--- config.mk ---
export PLATFORM = sky130hd
export DESIGN_NAME = mf2d_front
export DESIGN_NICKNAME = d
export VERILOG_FILES = /design/src/rtl/mf2d_pkg.sv /design/src/rtl/mf2d_front.sv
export SDC_FILE = /design/constraint.sdc
export NUM_CORES = 1
export LEC_CHECK = 0
export BUFFER_PORTS_ARGS = -buffer_cell sky130_fd_sc_hd__buf_2
export CAP_MARGIN = 20
export CORE_MARGIN = 2
export CORE_UTILIZATION = 47
export CTS_CLUSTER_SIZE = 28
export DETAILED_ROUTE_END_ITERATION = 16
export PLACE_DENSITY = 0.79
export RECOVER_POWER = 100
export SYNTH_ARGS = -nofsm -noshare
export SYNTH_HDL_FRONTEND = slang
export SYNTH_SLANG_ARGS = --single-unit
--- constraint.sdc ---
create_clock -name clk_i -period 6.2 [get_ports clk_i]
set_input_delay 0.31 -clock clk_i [delete_from_list [all_inputs] [get_ports clk_i]]
set_output_delay 0.31 -clock clk_i [all_outputs]
set_load 0.02 [all_outputs]
--- src/rtl/mf2d_pkg.sv ---
// Shared types, constants and helpers for the 2-D median filter.
// Used by every module of the block but mf2d_ram; depends on nothing.
package mf2d_pkg;

  localparam int MAX_WIDTH  = 1024;
  localparam int MAX_HALF   = 3;
  localparam int PIXEL_BITS = 8;
  localparam int MIN_SIZE   = 8;
  localparam int HEIGHT_CAP = 1024;

  localparam int STORE_ROWS = 2 * MAX_HALF + 1;
  localparam int WIN_N      = STORE_ROWS * STORE_ROWS;
  localparam int COL_W      = $clog2(MAX_WIDTH);
  localparam int DIM_W      = 11;
  localparam int ROW_W      = 10;
  localparam int HALF_W     = 2;
  localparam int PHYS_W     = $clog2(STORE_ROWS);
  localparam int SIDE_W     = $clog2(STORE_ROWS + 1);
  localparam int RANK_W     = $clog2(WIN_N + 1);
  localparam int BIT_W      = $clog2(PIXEL_BITS);
  localparam int QDEPTH     = 4;
  localparam int QPTR_W     = $clog2(QDEPTH);
  localparam int ADDR_W     = 4;
  localparam int DATA_W     = 32;

  localparam logic [1:0] REG_IMAGE_WIDTH  = 2'd0;
  localparam logic [1:0] REG_IMAGE_HEIGHT = 2'd1;
  localparam logic [1:0] REG_KERNEL_HALF  = 2'd2;

  typedef struct packed {
    logic                  cmd;
    logic [PIXEL_BITS-1:0] pixel;
  } in_item_t;

  typedef struct packed {
    logic [PIXEL_BITS-1:0] median;
    logic                  last_in_row;
    logic                  last_in_frame;
  } out_item_t;

  typedef struct packed {
    logic [DIM_W-1:0]  width;
    logic [DIM_W-1:0]  height;
    logic [HALF_W-1:0] half;
  } cfg_t;

  // One output pixel to compute: its position, the input row that issued it
  // and the line-store row that holds its center row.
  typedef struct packed {
    logic [ROW_W-1:0]  row;
    logic [COL_W-1:0]  col;
    logic [DIM_W-1:0]  irow;
    logic [PHYS_W-1:0] prow;
  } job_t;

  typedef struct packed {
    logic                  we;
    logic [PHYS_W-1:0]     row;
    logic [COL_W-1:0]      col;
    logic [PIXEL_BITS-1:0] data;
  } wr_t;

  // Rank of the median inside a window of side 2k+1.
  function automatic logic [RANK_W-1:0] half_rank(input logic [HALF_W-1:0] k);
    logic [RANK_W-1:0] r;
    case (k)
      2'd1:    r = RANK_W'(4);
      2'd2:    r = RANK_W'(12);
      default: r = RANK_W'(24);
    endcase
    return r;
  endfunction

endpackage

--- src/rtl/mf2d_front.sv ---
// Front part: tracks the input position, writes the line store and posts jobs.
// Depends on mf2d_pkg.
module mf2d_front (
  input  logic                                  clk_i,
  input  logic                                  rst_ni,
  input  mf2d_pkg::cfg_t                        cfg_i,
  input  logic                                  restart_i,
  input  logic                                  in_valid_i,
  input  mf2d_pkg::in_item_t                    in_data_i,
  output logic                                  in_stall_o,
  output mf2d_pkg::wr_t                         wr_o,
  output logic                                  push_o,
  output mf2d_pkg::job_t                        job_o,
  input  logic                                  q_full_i,
  input  mf2d_pkg::job_t [mf2d_pkg::QDEPTH-1:0] q_ent_i,
  input  logic [mf2d_pkg::QDEPTH-1:0]           q_vld_i,
  input  logic                                  bk_busy_i,
  input  mf2d_pkg::job_t                        bk_job_i
);

  logic [mf2d_pkg::DIM_W-1:0]  ir_q, ir_d, eir, irn;
  logic [mf2d_pkg::COL_W-1:0]  ic_q, ic_d, eic;
  logic [mf2d_pkg::PHYS_W-1:0] p_q, p_d, ep, pr;
  logic [mf2d_pkg::SIDE_W-1:0] bl_q, bl_d, nj;
  mf2d_pkg::job_t              bjob_q, bjob_d;
  logic [mf2d_pkg::DIM_W:0]    hk, icn;
  logic [mf2d_pkg::COL_W-1:0]  c0;
  logic wrap, writes, hazard, acc, emits, last_col;

  assign hk   = {1'b0, cfg_i.height} + (mf2d_pkg::DIM_W+1)'(cfg_i.half);
  assign wrap = ({1'b0, ir_q} >= hk) || ({2'b0, ic_q} >= {1'b0, cfg_i.width});
  assign eir  = wrap ? '0 : ir_q;
  assign eic  = wrap ? '0 : ic_q;
  assign ep   = wrap ? '0 : p_q;

  assign writes = eir < cfg_i.height;

  // An item that writes may overwrite a store row that a pending job of an
  // older input row still reads, so it waits until those jobs are done.
  always_comb begin
    hazard = bk_busy_i && (bk_job_i.irow != eir);
    if (bl_q != '0 && bjob_q.irow != eir) begin
      hazard = 1'b1;
    end
    for (int i = 0; i < mf2d_pkg::QDEPTH; i++) begin
      if (q_vld_i[i] && q_ent_i[i].irow != eir) begin
        hazard = 1'b1;
      end
    end
    hazard = hazard && writes;
  end

  assign push_o     = (bl_q != '0) && !q_full_i;
  assign job_o      = bjob_q;
  assign in_stall_o = hazard || ((bl_q != '0) && !((bl_q == mf2d_pkg::SIDE_W'(1)) && push_o));
  assign acc        = in_valid_i && !in_stall_o;

  assign wr_o.we   = acc && writes;
  assign wr_o.row  = ep;
  assign wr_o.col  = eic;
  assign wr_o.data = in_data_i.cmd ? '0 : in_data_i.pixel;

  // Jobs of one item form a run of consecutive columns of row eir-k.
  always_comb begin
    emits    = eir >= mf2d_pkg::DIM_W'(cfg_i.half);
    last_col = {1'b0, eic} == (cfg_i.width - mf2d_pkg::DIM_W'(1));
    if (last_col) begin
      c0 = mf2d_pkg::COL_W'(cfg_i.width - mf2d_pkg::DIM_W'(1)
                            - mf2d_pkg::DIM_W'(cfg_i.half));
      nj = mf2d_pkg::SIDE_W'(cfg_i.half) + mf2d_pkg::SIDE_W'(1);
    end else if (eic >= mf2d_pkg::COL_W'(cfg_i.half)) begin
      c0 = eic - mf2d_pkg::COL_W'(cfg_i.half);
      nj = mf2d_pkg::SIDE_W'(1);
    end else begin
      c0 = eic;
      nj = '0;
    end
    if ({1'b0, ep} >= (mf2d_pkg::PHYS_W+1)'(cfg_i.half)) begin
      pr = ep - mf2d_pkg::PHYS_W'(cfg_i.half);
    end else begin
      pr = mf2d_pkg::PHYS_W'({1'b0, ep} + (mf2d_pkg::PHYS_W+1)'(mf2d_pkg::STORE_ROWS)
                             - (mf2d_pkg::PHYS_W+1)'(cfg_i.half));
    end
  end

  always_comb begin
    bl_d   = bl_q;
    bjob_d = bjob_q;
    ir_d   = ir_q;
    ic_d   = ic_q;
    p_d    = p_q;
    icn    = {2'b0, eic} + (mf2d_pkg::DIM_W+1)'(1);
    irn    = eir + mf2d_pkg::DIM_W'(1);
    if (push_o) begin
      bl_d       = bl_q - mf2d_pkg::SIDE_W'(1);
      bjob_d.col = bjob_q.col + mf2d_pkg::COL_W'(1);
    end
    if (acc) begin
      bl_d        = emits ? nj : '0;
      bjob_d.row  = mf2d_pkg::ROW_W'(eir - mf2d_pkg::DIM_W'(cfg_i.half));
      bjob_d.col  = c0;
      bjob_d.irow = eir;
      bjob_d.prow = pr;
      if (icn == {1'b0, cfg_i.width}) begin
        ic_d = '0;
        if ({1'b0, irn} == hk) begin
          ir_d = '0;
          p_d  = '0;
        end else begin
          ir_d = irn;
          p_d  = (ep == mf2d_pkg::PHYS_W'(mf2d_pkg::STORE_ROWS - 1)) ? '0
                 : ep + mf2d_pkg::PHYS_W'(1);
        end
      end else begin
        ic_d = mf2d_pkg::COL_W'(icn);
        ir_d = eir;
        p_d  = ep;
      end
    end
    if (restart_i) begin
      ir_d = '0;
      ic_d = '0;
      p_d  = '0;
      bl_d = '0;
    end
  end

  always_ff @(posedge clk_i or negedge rst_ni) begin
    if (!rst_ni) begin
      ir_q <= '0;
      ic_q <= '0;
      p_q  <= '0;
      bl_q <= '0;
    end else begin
      ir_q <= ir_d;
      ic_q <= ic_d;
      p_q  <= p_d;
      bl_q <= bl_d;
    end
  end

  always_ff @(posedge clk_i) begin
    bjob_q <= bjob_d;
  end

endmodule

# ---- After elaboration in Yosys (flattened, before gate mapping)
# Index checks and enable logic that the tools add are counted.
dict set report classes {
  addsub 14
  n_lt_le_gt_ge 6
  eq_ne 11
  mux 32
  n_reduce_logical 21
}
# op n
set op_table {}
lappend op_table {{two-way mux 10 bit} 7}
lappend op_table {{!= test 11 bit} 6}
lappend op_table {{two-way mux 11 bit} 5}
lappend op_table {{two-way mux 3 bit} 12}
lappend op_table {{subtractor 10 x 2 -> 10 bit} 3}
lappend op_table {{two-way mux 24 bit} 1}
lappend op_table {{adder 11 x 2 -> 12 bit} 1}
lappend op_table {{== test 11 x 12 -> 1 bit} 1}
lappend op_table {{>= comparator 11 x 12 -> 1 bit} 1}
lappend op_table {{logical AND 1 bit} 12}
lappend op_table {{adder 10 x 1 -> 11 bit, second input constant} 1}
lappend op_table {{adder 11 x 1 -> 11 bit, second input constant} 1}
lappend op_table {{== test 10 x 11 -> 1 bit} 1}
lappend op_table {{== test 11 bit} 1}
lappend op_table {{>= comparator 10 x 11 -> 1 bit} 1}
lappend op_table {{>= comparator 11 x 2 -> 1 bit} 1}
lappend op_table {{less-than comparator 11 bit} 1}
lappend op_table {{subtractor 11 x 1 -> 11 bit, second input constant} 1}
lappend op_table {{adder 10 x 1 -> 10 bit, second input constant} 1}
lappend op_table {{>= comparator 10 x 2 -> 1 bit} 1}
lappend op_table {{two-way mux 8 bit} 1}
lappend op_table {{two-way mux 1 bit} 6}
lappend op_table {{nonzero test 3 bit} 2}
lappend op_table {{subtractor 3 x 2 -> 3 bit} 2}
lappend op_table {{other kinds (10)} 14}
dict set report word_totals {
  ff_bits 61
  output_inout_bits 58
  elab_cells 92
}

# ---- Logic depth before layout (Yosys ltp)
# Gate-level depths: netlist of run 1.
dict set report logic_depth {
  ltp_word 17
  mapped_depth 31
  mapped_depth_nobuf 26
}

# ---- Worst setup path after synthesis of run 1
# Ideal clock, no wire load.
dict set report synth_timing {
  path_kind {input-to-reg}
  startpoint {input port cfg_i[0] (netlist name)}
  endpoint {register ir_q[6] (netlist name)}
  t_arrival_ps 6506
  required_ps 6070
  slack_ps -436
  stages 30
  path_cell_list {ha_1 fa_1 nand3_1 o21a_1 nor2_1 ha_1 a21oi_1 nand2_1 a211o_1 o21a_1 buf_6 buf_2 nor2_1 clkbuf_1 clkbuf_1 nand2_1 inv_1 ha_1 nand3_1 o21a_1 or4_1 a21oi_1 o2111a_1 o22ai_1 a2111oi_0 nor2b_1 clkbuf_1 and2_1 a211oi_1 o21ai_0}
}
dict set report synth_via {
  elab_chain_len 16
}
# item line_no
set synth_rtl {}
lappend synth_rtl {{start, declared} mf2d_front.sv:6} ;# input mf2d_pkg::cfg_t cfg_i,
lappend synth_rtl {{adder 11 x 2 -> 12 bit (*)} mf2d_front.sv:30} ;# assign hk = {1'b0, cfg_i.height} + (mf2d_pkg::DIM_W+1)'(cfg_i.half);
lappend synth_rtl {{>= comparator 11 x 12 -> 1 bit (*)} mf2d_front.sv:31} ;# assign wrap = ({1'b0, ir_q} >= hk) || ({2'b0, ic_q} >= {1'b0, cfg_i.width});
lappend synth_rtl {{logical OR 1 bit (*)} mf2d_front.sv:31}
lappend synth_rtl {{two-way mux 11 bit (*)} mf2d_front.sv:32} ;# assign eir = wrap ? '0 : ir_q;
lappend synth_rtl {{net eir (one bit)} mf2d_front.sv:21} ;# logic [mf2d_pkg::DIM_W-1:0] ir_q, ir_d, eir, irn;
lappend synth_rtl {{parallel branches: the longest is 12 deep, another holds adder 11 x 1 -> 11 bit} --}
lappend synth_rtl {{end signal, assigned} mf2d_front.sv:135} ;# ir_q <= ir_d;
lappend synth_rtl {{end, declared} mf2d_front.sv:21}
# Mark *: on every way through the listed nets, which the timed path passes. The select of a mux whose other input is x is not followed.
# A chain may end at the register's enable or synchronous reset.

==> key figures, run 1 <==
Finish
  – Final Net Count: 1435
  – Area of the multi-input gates: between 0.005 and 0.006 mm²
  – Area grow syn2layout: 19.3%
  – Antenna cells: 0
  – # fillers: roughly 1500
  – Register Area: roughly 0.0017 mm²
  – Layout cells sized above 1: roughly 17%

Critical path
  – Max Fanout on Critical Path: 34
  – Slowest CP cell: nor3_1
  – Critical Path Start Type: primary input
  – Worst Path Buf+Inv: 5
  – Critical path data arrival time: approximately 5.6 ns
  – Most used cell, CP: a21o_1
  – Worst setup EP type: output port
  – Slowest stage delay, CP: ~0.43 ns
  – WP data required: slightly below 6 ns
  – Setup CP Type: primary input to output port
  – CP top delay family: compound AO/OA/AOI/OAI gates

Yosys
  – Post-synthesis sequential area ratio: a little over a fifth
  – Post-synth cell types: 78
  – Cells after Synth: 1018
  – Largest family of logic cells by synthesized area: simple AND/OR/NAND/NOR gates
  – Compound-Gate Fraction of Synth Area: between 20% and 30%
  – Async set-reset flop share out of synthesis: about 44%
  – Synthesized flop and latch total: just over 60
  – Post-synthesis mux area share: ~1.2%
  – Avg Inst Size Synth: between 7 and 8 µm²
  – Top_reg_cell synth: edfxtp_1
  – Syn nets: approximately 1300
  – Most area-consuming cells after synthesis: edfxtp_1, dfrtp_1, xnor2_1, ha_1, nor2_1
  – Post-synthesis simple-gate area fraction: between 20% and 30%
  – Synth warnings: 0
  – Post-synth EDFFs: 34
  – Cell Area, Synth: 0.00784 mm²
  – Post-Synth Adder-Cell Area: a little under a tenth
  – Xor/xnor cell area share of the yosys netlist: 12.2%
  – Synth area leader: edfxtp_1
  – Share of the synthesized area in the top cell type: about an eighth

STA
  – Total Neg Setup Slack: 0 ns
  – Final setup violation count: 0
  – Final Critical Period: between 5 and 6 ns
  – FMAX: ~170 MHz
  – Max-slew violations: 28
  – Max Clock Skew: 0.00975 ns
  – Slew @ Worst Pin: roughly 1.6 ns
  – Slew headroom: -6.28%
  – Fin crit share: 95.7%
  – Worst hold margin: around 0.37 ns
  – RSZ-0062 raised after global routing: false
  – Final hold violation count: 0

Floorplan
  – Die area: 0.0177 mm²
  – Die Ht: 133 µm
  – Initial Utilization: approximately 48%
  – Cell Rows: 47
  – Boundary pin count: between 200 and 300
  – Core area: about 0.016 mm²
  – Die Wd: 133 µm

GRT
  – Number of global-route vias before repair: between 7000 and 8000
  – Congestion Overflow GR: 0
  – Overall routing resource usage: between 20% and 30%
  – Initial antenna violation count: 0
  – Largest net degree at the start of global routing: between 60 and 70
  – Global-route wire length before repair: 41400 µm

Routing
  – ANT nets after route: 0
  – TritonRoute pass-1 iters: 6
  – Via count: about 8800
  – Drt wl/cell: 19.1 µm
  – DRT iter0 DRCs: 1024
  – Number of remaining DRC errors: 0
  – Via-per-instance ratio: between 6 and 7
  – Final WL: 26600 µm

Clock network
  – CTS Hold Bufs: 0
  – Clock-pin slew on the worst setup and hold paths: around 0.050 ns
  – H-tree levels: 3
  – Clk sink count: around 60
  – CTS Buf Count: 9
  – Clock latency on the worst-skew pair: ~0.33 ns
  – Clk root buf: clkbuf_16
  – CTS tree: done
  – Bufs on Longest Clock Path: 2

Power
  – VDD IR-drop max: 0.000130 V
  – Pleak: ~3.9 nW
  – Pwr/cell area: approximately 160 mW/mm²
  – Pwr Total: ~0.0015 W

Job
  – Number of max-cap violations: 1

Status
  – Failing checks: capacitance limit, slew limit
  – Status: complete, but fails checks

Place
  – DP Wirelength: between 15000 and 20000 µm
  – I/O Buffers: about 160
  – GP Congestion: about 0.92

Min path
  – Hold WC Path Type: primary input to async pin
-- per-stage QoR --
step                worst slack [ns]  utilization [%]  std cells  cell area, µm²
floorplan                     0.0156                -       1018            7870
global placement             -0.0730             54.7       1370            9000
detailed placement            -0.149             54.7       1370            9000
CTS                         0.000940             56.6       1386            9320
global route                 0.00618             56.8       1391            9350
finish                         0.264             56.8       1391            9350
-- where the power goes --
group / switching [W] / leakage (nW) / internal, W
clock network: 0.000192 / 0.149 / 0.000352
logic: 0.000266 / 3.03 / 0.000172
registers: 0.0000361 / 0.692 / 0.000481
total: 0.000494 / 3.87 / 0.00101
-- area by class of cell --
type | instances | area share, %
Inverter | 70 | 2.82
Clock buffer | 10 | 2.45
Multi-Input combinational cell | 818 | 60.7
Clock inverter | 6 | 0.950
Tap cell | 220 | 2.94
Sequential cell | 61 | 18.1
Timing Repair Buffer | 206 | 12.0
-- cell usage in the layout, fill, tap and decap left out, drive strengths merged, types with 14 or more instances in the layout --
| master | n |
|---|---|
| a31oi | 26 |
| nand3 | 55 |
| clkbuf | 61 |
| edfxtp | 34 |
| nor2b | 15 |
| nand2 | 72 |
| xnor2 | 76 |
| inv | 66 |
| a21oi | 50 |
| nand4 | 14 |
| o32ai | 17 |
| a211oi | 20 |
| dfrtp | 27 |
| o31ai | 19 |
| ha | 50 |
| o21ai | 43 |
| nor3 | 55 |
| buf | 155 |
| or4 | 16 |
| nor2 | 84 |
| xor2 | 28 |
-- final timing paths --
kind | start | endpoint | slack (ns) | cells past startpoint
hold / removal | rst_ni | ic_q[9] | 0.37 | 1
hold reg to reg | p_q[0] | p_q[0] | 0.59 | 2
setup reg to reg | ic_q[5] | ir_q[6] | 0.78 | 22
setup / recovery | cfg_i[0] | wr_o[21] | 0.26 | 27
min in group clk_i | q_full_i | bl_q[0] | 0.47 | 4
max in group asynchronous | rst_ni | ic_q[8] | 4.89 | 1
-- metal layers --
metal	GRT usage, %	part of all wire, %
met5	0	0
met3	3.96	9.2
met2	46.1	45
met4	13.7	4.4
met1	38.8	41
-- logic make-up after synthesis --
group | after synthesis
fa+ha+maj | 56
buf+inv | 139
xor+xnor | 106
flops | 61
compound gates | 257
simple gates | 390
mux | 9
-- sequential cells by signal (all words and copies together), names as in the netlist --
signal / cells
job_o: 34
ir_q: 11
ic_q: 10
bl_q: 3
p_q: 3
-- synthesized netlist by cell type, types with 8 or more instances --
| library cell | instances |
|---|---|
| buf_1 | 10 |
| o31ai_1 | 19 |
| clkbuf_1 | 50 |
| nor2b_1 | 15 |
| nand2_1 | 72 |
| nor4_1 | 11 |
| a31oi_1 | 26 |
| nor3_1 | 54 |
| a21o_1 | 9 |
| nor4b_1 | 8 |
| nor2_1 | 84 |
| o32ai_1 | 17 |
| or3_1 | 9 |
| a211oi_1 | 20 |
| a21oi_1 | 50 |
| inv_1 | 66 |
| o21ai_0 | 42 |
| ha_1 | 50 |
| or4_1 | 15 |
| nand4_1 | 14 |
| xnor2_1 | 76 |
| edfxtp_1 | 34 |
| dfrtp_1 | 27 |
| and3_1 | 13 |
| xor2_1 | 28 |
| a22oi_1 | 8 |
| nand3_1 | 55 |
-- what timing repair did --
item	4_1_cts	5_1_grt
gates cloned	0	1
pin swaps	0	5
endpoints found under the hold margin	0	0
endpoints found under the setup margin	1	31
setup buffers	0	4
resized for setup	1	12
(Power assumes the default switching activity.)
==> run 2: changes to the inputs <==
MAX_ROUTING_LAYER = met4   (was unset)
==> key figures, run 2 (synthesized netlist as in run 1, its figures left out) <==
Status
  – Status: complete, but fails checks
  – Failing checks: capacitance limit, slew limit

Finish
  – Max reg flops: 34 (unchanged)
  – # fillers: 1516 (+1.6%)
  – Final Cell Area: 0.00927 mm² (-0.87%)
  – Core Util, Final: 56.3% (-0.49 points)
  – Area grow syn2layout: 18.3%
  – Final Net Count: 1435 (unchanged)
  – Most frequent cells in the layout: buf_2, nor2_1, xnor2_1
  – Antenna cells: 0 (unchanged)
  – Layout cells sized above 1: 15.7% (-1.4 points)
  – Most common cell after layout, fill and taps aside: buf_2
  – Layout Cells excl Fill: 1391 (unchanged)

Clock network
  – Clock latency on the worst-skew pair: 0.33 ns (about the same)
  – CTS tree: done
  – Bufs on Longest Clock Path: 2 (unchanged)
  – Clock-pin slew on the worst setup and hold paths: 0.06 ns (about the same)
  – H-tree levels: 3 (unchanged)
  – Clk root buf: clkbuf_16
  – Clk sink count: 61 (unchanged)
  – CTS Buf Count: 9 (unchanged)
  – CTS Hold Bufs: 0 (unchanged)

Floorplan
  – Die area: 0.0177 mm² (unchanged)
  – Cell Rows: 47 (unchanged)
  – Boundary pin count: 271 (unchanged)
  – Die Ht: 133 µm (unchanged)
  – Initial Utilization: 47.6% (unchanged)
  – Die Wd: 133 µm (unchanged)
  – Core area: 0.0165 mm² (unchanged)

Critical path
  – Max Fanout on Critical Path: 22 (-35%)
  – Worst setup EP type: output port
  – Most used cell, CP: a21o_1
  – WP data required: 5.89 ns (about the same)
  – Critical path data arrival time: 5.63 ns (about the same)
  – Critical Path Start Type: primary input
  – Setup CP Type: primary input to output port
  – Slowest stage delay, CP: 0.41 ns (-0.02 ns)
  – Slowest CP cell: fa_1

Power
  – Pwr/cell area: 161 mW/mm² (+0.34%)
  – VDD IR-drop max: 0.000145 V (+11%)
  – Pleak: 3.81 nW (-1.7%)

GRT
  – Largest net degree at the start of global routing: 46 (-32%)
  – Initial antenna violation count: 0 (unchanged)
  – Global-route wire length before repair: 41600 µm (+0.48%)
  – Number of global-route vias before repair: 8211 (+3.0%)
  – Congestion Overflow GR: 0 (unchanged)
  – Overall routing resource usage: 29.7% (+0.89 points)

Job
  – Number of max-cap violations: 1 (unchanged)

Place
  – Placed Cells: 1372 (+0.15%)
  – DP Wirelength: 19500 µm (+0.86%)
  – Dpl ws: -0.353 ns (-0.204 ns)
  – Area after DPL: 0.00900 mm² (about the same)
  – I/O Buffers: 155 (unchanged)
  – GP Congestion: 0.938 (+1.7%)

STA
  – Final WS setup: 0.260 ns (-0.00339 ns)
  – Fin crit share: 95.8% (about the same)
  – Worst hold margin: 0.376 ns (+0.00295 ns)
  – Slew @ Worst Pin: 1.62 ns (+0.0304 ns)
  – Final hold violation count: 0 (unchanged)
  – Final setup violation count: 0 (unchanged)
  – Slew headroom: -8.31% (-2.0 points)
  – Max-slew violations: 28 (unchanged)
  – Final Critical Period: 5.94 ns (+0.00339 ns)
  – FMAX: 168 MHz (about the same)
  – Max Clock Skew: 0.00864 ns (-0.00111 ns)

Routing
  – Via-per-instance ratio: 6.35 (+0.28%)
  – Via count: 8829 (+0.28%)
  – Final WL: 26500 µm (-0.48%)
  – DRT iter0 DRCs: 959 (-6.3%)
  – Number of remaining DRC errors: 0 (unchanged)
  – TritonRoute pass-1 iters: 6 (unchanged)
  – Drt wl/cell: 19.0 µm (-0.48%)
  – ANT nets after route: 0 (unchanged)

Min path
  – Hold WC Path Type: primary input to async pin
run 2: cell types whose count changed in the layout (fill, tap and decap cells not counted), moves of 2 or more:
cell and change:
and2_0 +2, clkbuf_1 +11, clkbuf_2 +2, buf_4 -2
and2_1 -2, buf_2 -10
run 2: final cells by class:
cell class | count | area (µm²) | area share [%]
multi-input combinational | 818 | 5650 | 60.9
sequential | 61 | 1700 | 18.3
timing repair buffer | 206 | 1070 | 11.5
tap | 220 | 275 | 2.97
inverter | 70 | 264 | 2.85
clock buffer | 9 | 225 | 2.43
clock inverter | 7 | 90.1 | 0.972
run 2: where the power goes:
group / leakage, nW / total [W] / switching (W) / internal, W
Sequential: 0.692 / 0.000518 / 0.0000363 / 0.000482
Clock: 0.153 / 0.000535 / 0.000186 / 0.000349
Combinational: 2.96 / 0.000438 / 0.000267 / 0.000171
run 2: final timing paths:
| path | start | end | slack [ns] | cells after the start |
|---|---|---|---|---|
| worst min register to register | p_q[0] | p_q[1] | 0.58 | 2 |
| min in group clk_i | q_full_i | bl_q[0] | 0.46 | 4 |
| max in group asynchronous | rst_ni | ir_q[1] | 4.86 | 1 |
| worst min-delay path | rst_ni | ic_q[9] | 0.38 | 1 |
| worst max register to register | ic_q[3] | job_o[31] | 0.79 | 19 |
| worst max-delay path | cfg_i[0] | wr_o[21] | 0.26 | 27 |
run 2: timing repair:
action / in CTS / in global routing
buffers inserted: 0 / 3
pin swaps: 0 / 2
endpoints found under the setup margin: 1 / 44
resized for setup: 2 / 8
run 2: metrics by stage:
| step | setup TNS (ns) | power (W) |
|---|---|---|
| 2_1_floorplan | 0 | 0.000804 |
| 3_3_place_gp | -0.407 | 0.000950 |
| 3_5_place_dp | -1.89 | 0.000963 |
| 4_1_cts | 0 | 0.00150 |
| 5_1_grt | -0.0245 | 0.00156 |
| 6_report | 0 | 0.00149 |
run 2: per-layer routing:
metal | vias to the layer above | global-route usage [%] | wire length (µm) | part of all wire, %
li1 | 4076 | - | - | -
met1 | 4094 | 37.7 | 10700 | 40
met2 | 566 | 47.0 | 12000 | 45
met3 | 93 | 4.76 | 2680 | 10
met4 | 0 | 13.4 | 1080 | 4.1
met5 | - | - | 0 | 0
run 2: critical path: cells and delay by family:
kind | cells | cell delay (ns)
AND/OR/NAND/NOR | 7 | 1.11
adder cells (fa/ha/maj) | 4 | 1.20
AO/OA/AOI/OAI | 11 | 2.01
buffers and inverters | 5 | 0.96
==> run 3: changes to the inputs <==
CELL_PAD_IN_SITES_DETAIL_PLACEMENT = 0   (was unset)
CELL_PAD_IN_SITES_GLOBAL_PLACEMENT = 1   (was unset)
CORE_UTILIZATION = 33   (was 47)
PLACE_DENSITY = unset   (was 0.79)
PLACE_DENSITY_LB_ADDON = 0.1   (was unset)
==> key figures, run 3 (synthesized netlist as in run 1, its figures left out) <==
STA
  – Final setup violation count: 0 (unchanged)
  – Fin crit share: 95.3% (-0.50 points)
  – Final hold violation count: 0 (unchanged)
  – Worst hold margin: 0.476 ns (+0.100 ns)
  – Final Critical Period: 5.91 ns (-0.0307 ns)
  – Max-slew violations: 28 (unchanged)
  – Max Clock Skew: 0.00896 ns (+0.000322 ns)
  – Slew headroom: -25.9% (-18 points)
  – RSZ-0062 raised after global routing: false
  – Final WS setup: 0.291 ns (+0.0307 ns)
  – Slew @ Worst Pin: 1.89 ns (+0.263 ns)
  – FMAX: 169 MHz (+0.52%)

Place
  – Dpl ws: -0.159 ns (+0.194 ns)
  – I/O Buffers: 155 (unchanged)
  – GP Congestion: 0.884 (-5.8%)
  – Placed Cells: 1484 (+8.2%)
  – DP Wirelength: 23100 µm (+18%)

Critical path
  – Critical path data arrival time: 6.16 ns (+0.53 ns)
  – Critical Path Start Type: primary input
  – WP data required: 6.45 ns (+0.56 ns)
  – Setup CP Type: primary input to register
  – Worst setup EP type: register
  – Max Fanout on Critical Path: 24 (+9.1%)

Finish
  – Area grow syn2layout: 21.2%
  – Most common cell after layout, fill and taps aside: buf_2
  – Antenna cells: 0 (unchanged)
  – Final Net Count: 1448 (+0.91%)
  – Layout Cells excl Fill: 1503 (+8.1%)
  – Layout cells sized above 1: 16.5% (+0.76 points)
  – Max reg flops: 34 (unchanged)
  – Most frequent cells in the layout: buf_2, nor2_1, xnor2_1

Routing
  – Number of remaining DRC errors: 0 (unchanged)
  – Final WL: 30500 µm (+15%)
  – ANT nets after route: 0 (unchanged)
  – Via-per-instance ratio: 5.56 (-12%)
  – DRT iter0 DRCs: 518 (-46%)
  – Via count: 8358 (-5.3%)
  – TritonRoute pass-1 iters: 5 (-1)
  – Drt wl/cell: 20.3 µm (+6.5%)

Floorplan
  – Initial Utilization: 33.5% (-14 points)
  – Die Ht: 158 µm (+19%)
  – Die Wd: 158 µm (+19%)
  – Core area: 0.0234 mm² (+42%)
  – Boundary pin count: 271 (unchanged)
  – Die area: 0.0250 mm² (+41%)
  – Cell Rows: 56 (+19%)

Power
  – VDD IR-drop max: 0.000128 V (-11%)
  – Pleak: 3.87 nW (+1.7%)
  – Pwr/cell area: 158 mW/mm² (-1.7%)
  – Pwr Total: 0.00150 W (+0.67%)

Status
  – Failing checks: capacitance limit, slew limit
  – Status: complete, but fails checks

Clock network
  – CTS Hold Bufs: 0 (unchanged)
  – Bufs on Longest Clock Path: 2 (unchanged)
  – CTS Buf Count: 9 (unchanged)
  – Clk sink count: 61 (unchanged)
  – Clock-pin slew on the worst setup and hold paths: 0.06 ns (about the same)
  – CTS tree: done
  – Clock latency on the worst-skew pair: 0.34 ns (about the same)
  – Clk root buf: clkbuf_16
  – H-tree levels: 3 (unchanged)

GRT
  – Congestion Overflow GR: 0 (unchanged)
  – Largest net degree at the start of global routing: 37 (-20%)
  – Overall routing resource usage: 25.1% (-4.7 points)
  – Initial antenna violation count: 0 (unchanged)
  – Number of global-route vias before repair: 7922 (-3.5%)
  – Global-route wire length before repair: 46300 µm (+11%)

Job
  – Number of max-cap violations: 1 (unchanged)

Min path
  – Hold WC Path Type: primary input to async pin
-- run 3: cell types whose count changed in the layout (fill, tap and decap cells not counted), sizes merged --
| cell | previous run | this run |
|---|---|---|
| buf | 143 | 153 |
| clkbuf | 72 | 79 |
| clkinv | 7 | 4 |
| bufinv | 2 | 1 |
-- run 3: area by class of cell --
cell class / instances / area, µm²
inverter: 70 / 264
tap: 319 / 399
fill: 2527 / 13900
clock inverter: 3 / 42.5
timing repair buffer: 219 / 1180
multi-input combinational: 818 / 5640
clock buffer: 13 / 270
sequential: 61 / 1700
-- run 3: report_power, final --
group	leakage [nW]	switching [W]	total [W]	internal, W
combinational	3.03	0.000269	0.000441	0.000172
clock	0.152	0.000200	0.000543	0.000344
sequential	0.692	0.0000356	0.000517	0.000481
total	3.87	0.000504	0.00150	0.000997
-- run 3: path summary, 6_finish.rpt --
kind	start	end	cells past startpoint	slack, ns
max	cfg_i[1]	ic_q[8]	24	0.29
min	rst_ni	ic_q[6]	1	0.48
max reg2reg	ir_q[0]	job_o[23]	23	0.74
min reg2reg	p_q[2]	p_q[2]	2	0.61
max in group asynchronous	rst_ni	ir_q[4]	1	4.62
min in group clk_i	q_full_i	job_o[14]	2	0.48
-- run 3: per-stage QoR --
| step | TNS [ns] | area [µm²] | utilization, % |
|---|---|---|---|
| 2_1_floorplan | 0 | 7870 | - |
| 3_3_place_gp | -1.14 | 9250 | 39.5 |
| 3_5_place_dp | -1.49 | 9250 | 39.5 |
| 4_1_cts | 0 | 9560 | 40.9 |
| 5_1_grt | 0 | 9490 | 40.6 |
| 6_report | 0 | 9490 | 40.6 |
-- run 3: critical path, cell delays in order --
cell      delay, ns
buf_2          0.15
ha_1           0.28
a21oi_1        0.07
or4_1          0.42
xnor2_1        0.34
ha_1           0.32
nand4_1        0.15
nor2_1         0.06
a211o_1        0.34
o21a_1         0.24
nor2_4         0.15
buf_4          0.16
nand2_1        0.09
inv_1          0.12
clkbuf_1       0.20
ha_1           0.19
a21o_1         0.08
a21oi_1        0.06
o31ai_1        0.92
a32oi_4        0.29
clkbuf_2       0.31
buf_12         0.22
or4_1          0.49
a31oi_1        0.18
-- run 3: repair_timing --
item / 4_1_cts / 5_1_grt
setup endpoints to repair: 0 / 15
setup buffers: 0 / 3
resized for setup: 0 / 4
-- run 3: per-layer routing --
layer / vias up / share of wire (%) / global-route usage [%]
li1: 4107 / - / -
met1: 3967 / 49 / 34.8
met2: 250 / 45 / 39.0
met3: 34 / 5.0 / 3.15
met4: 0 / 1.7 / 5.49
met5: - / 0 / -
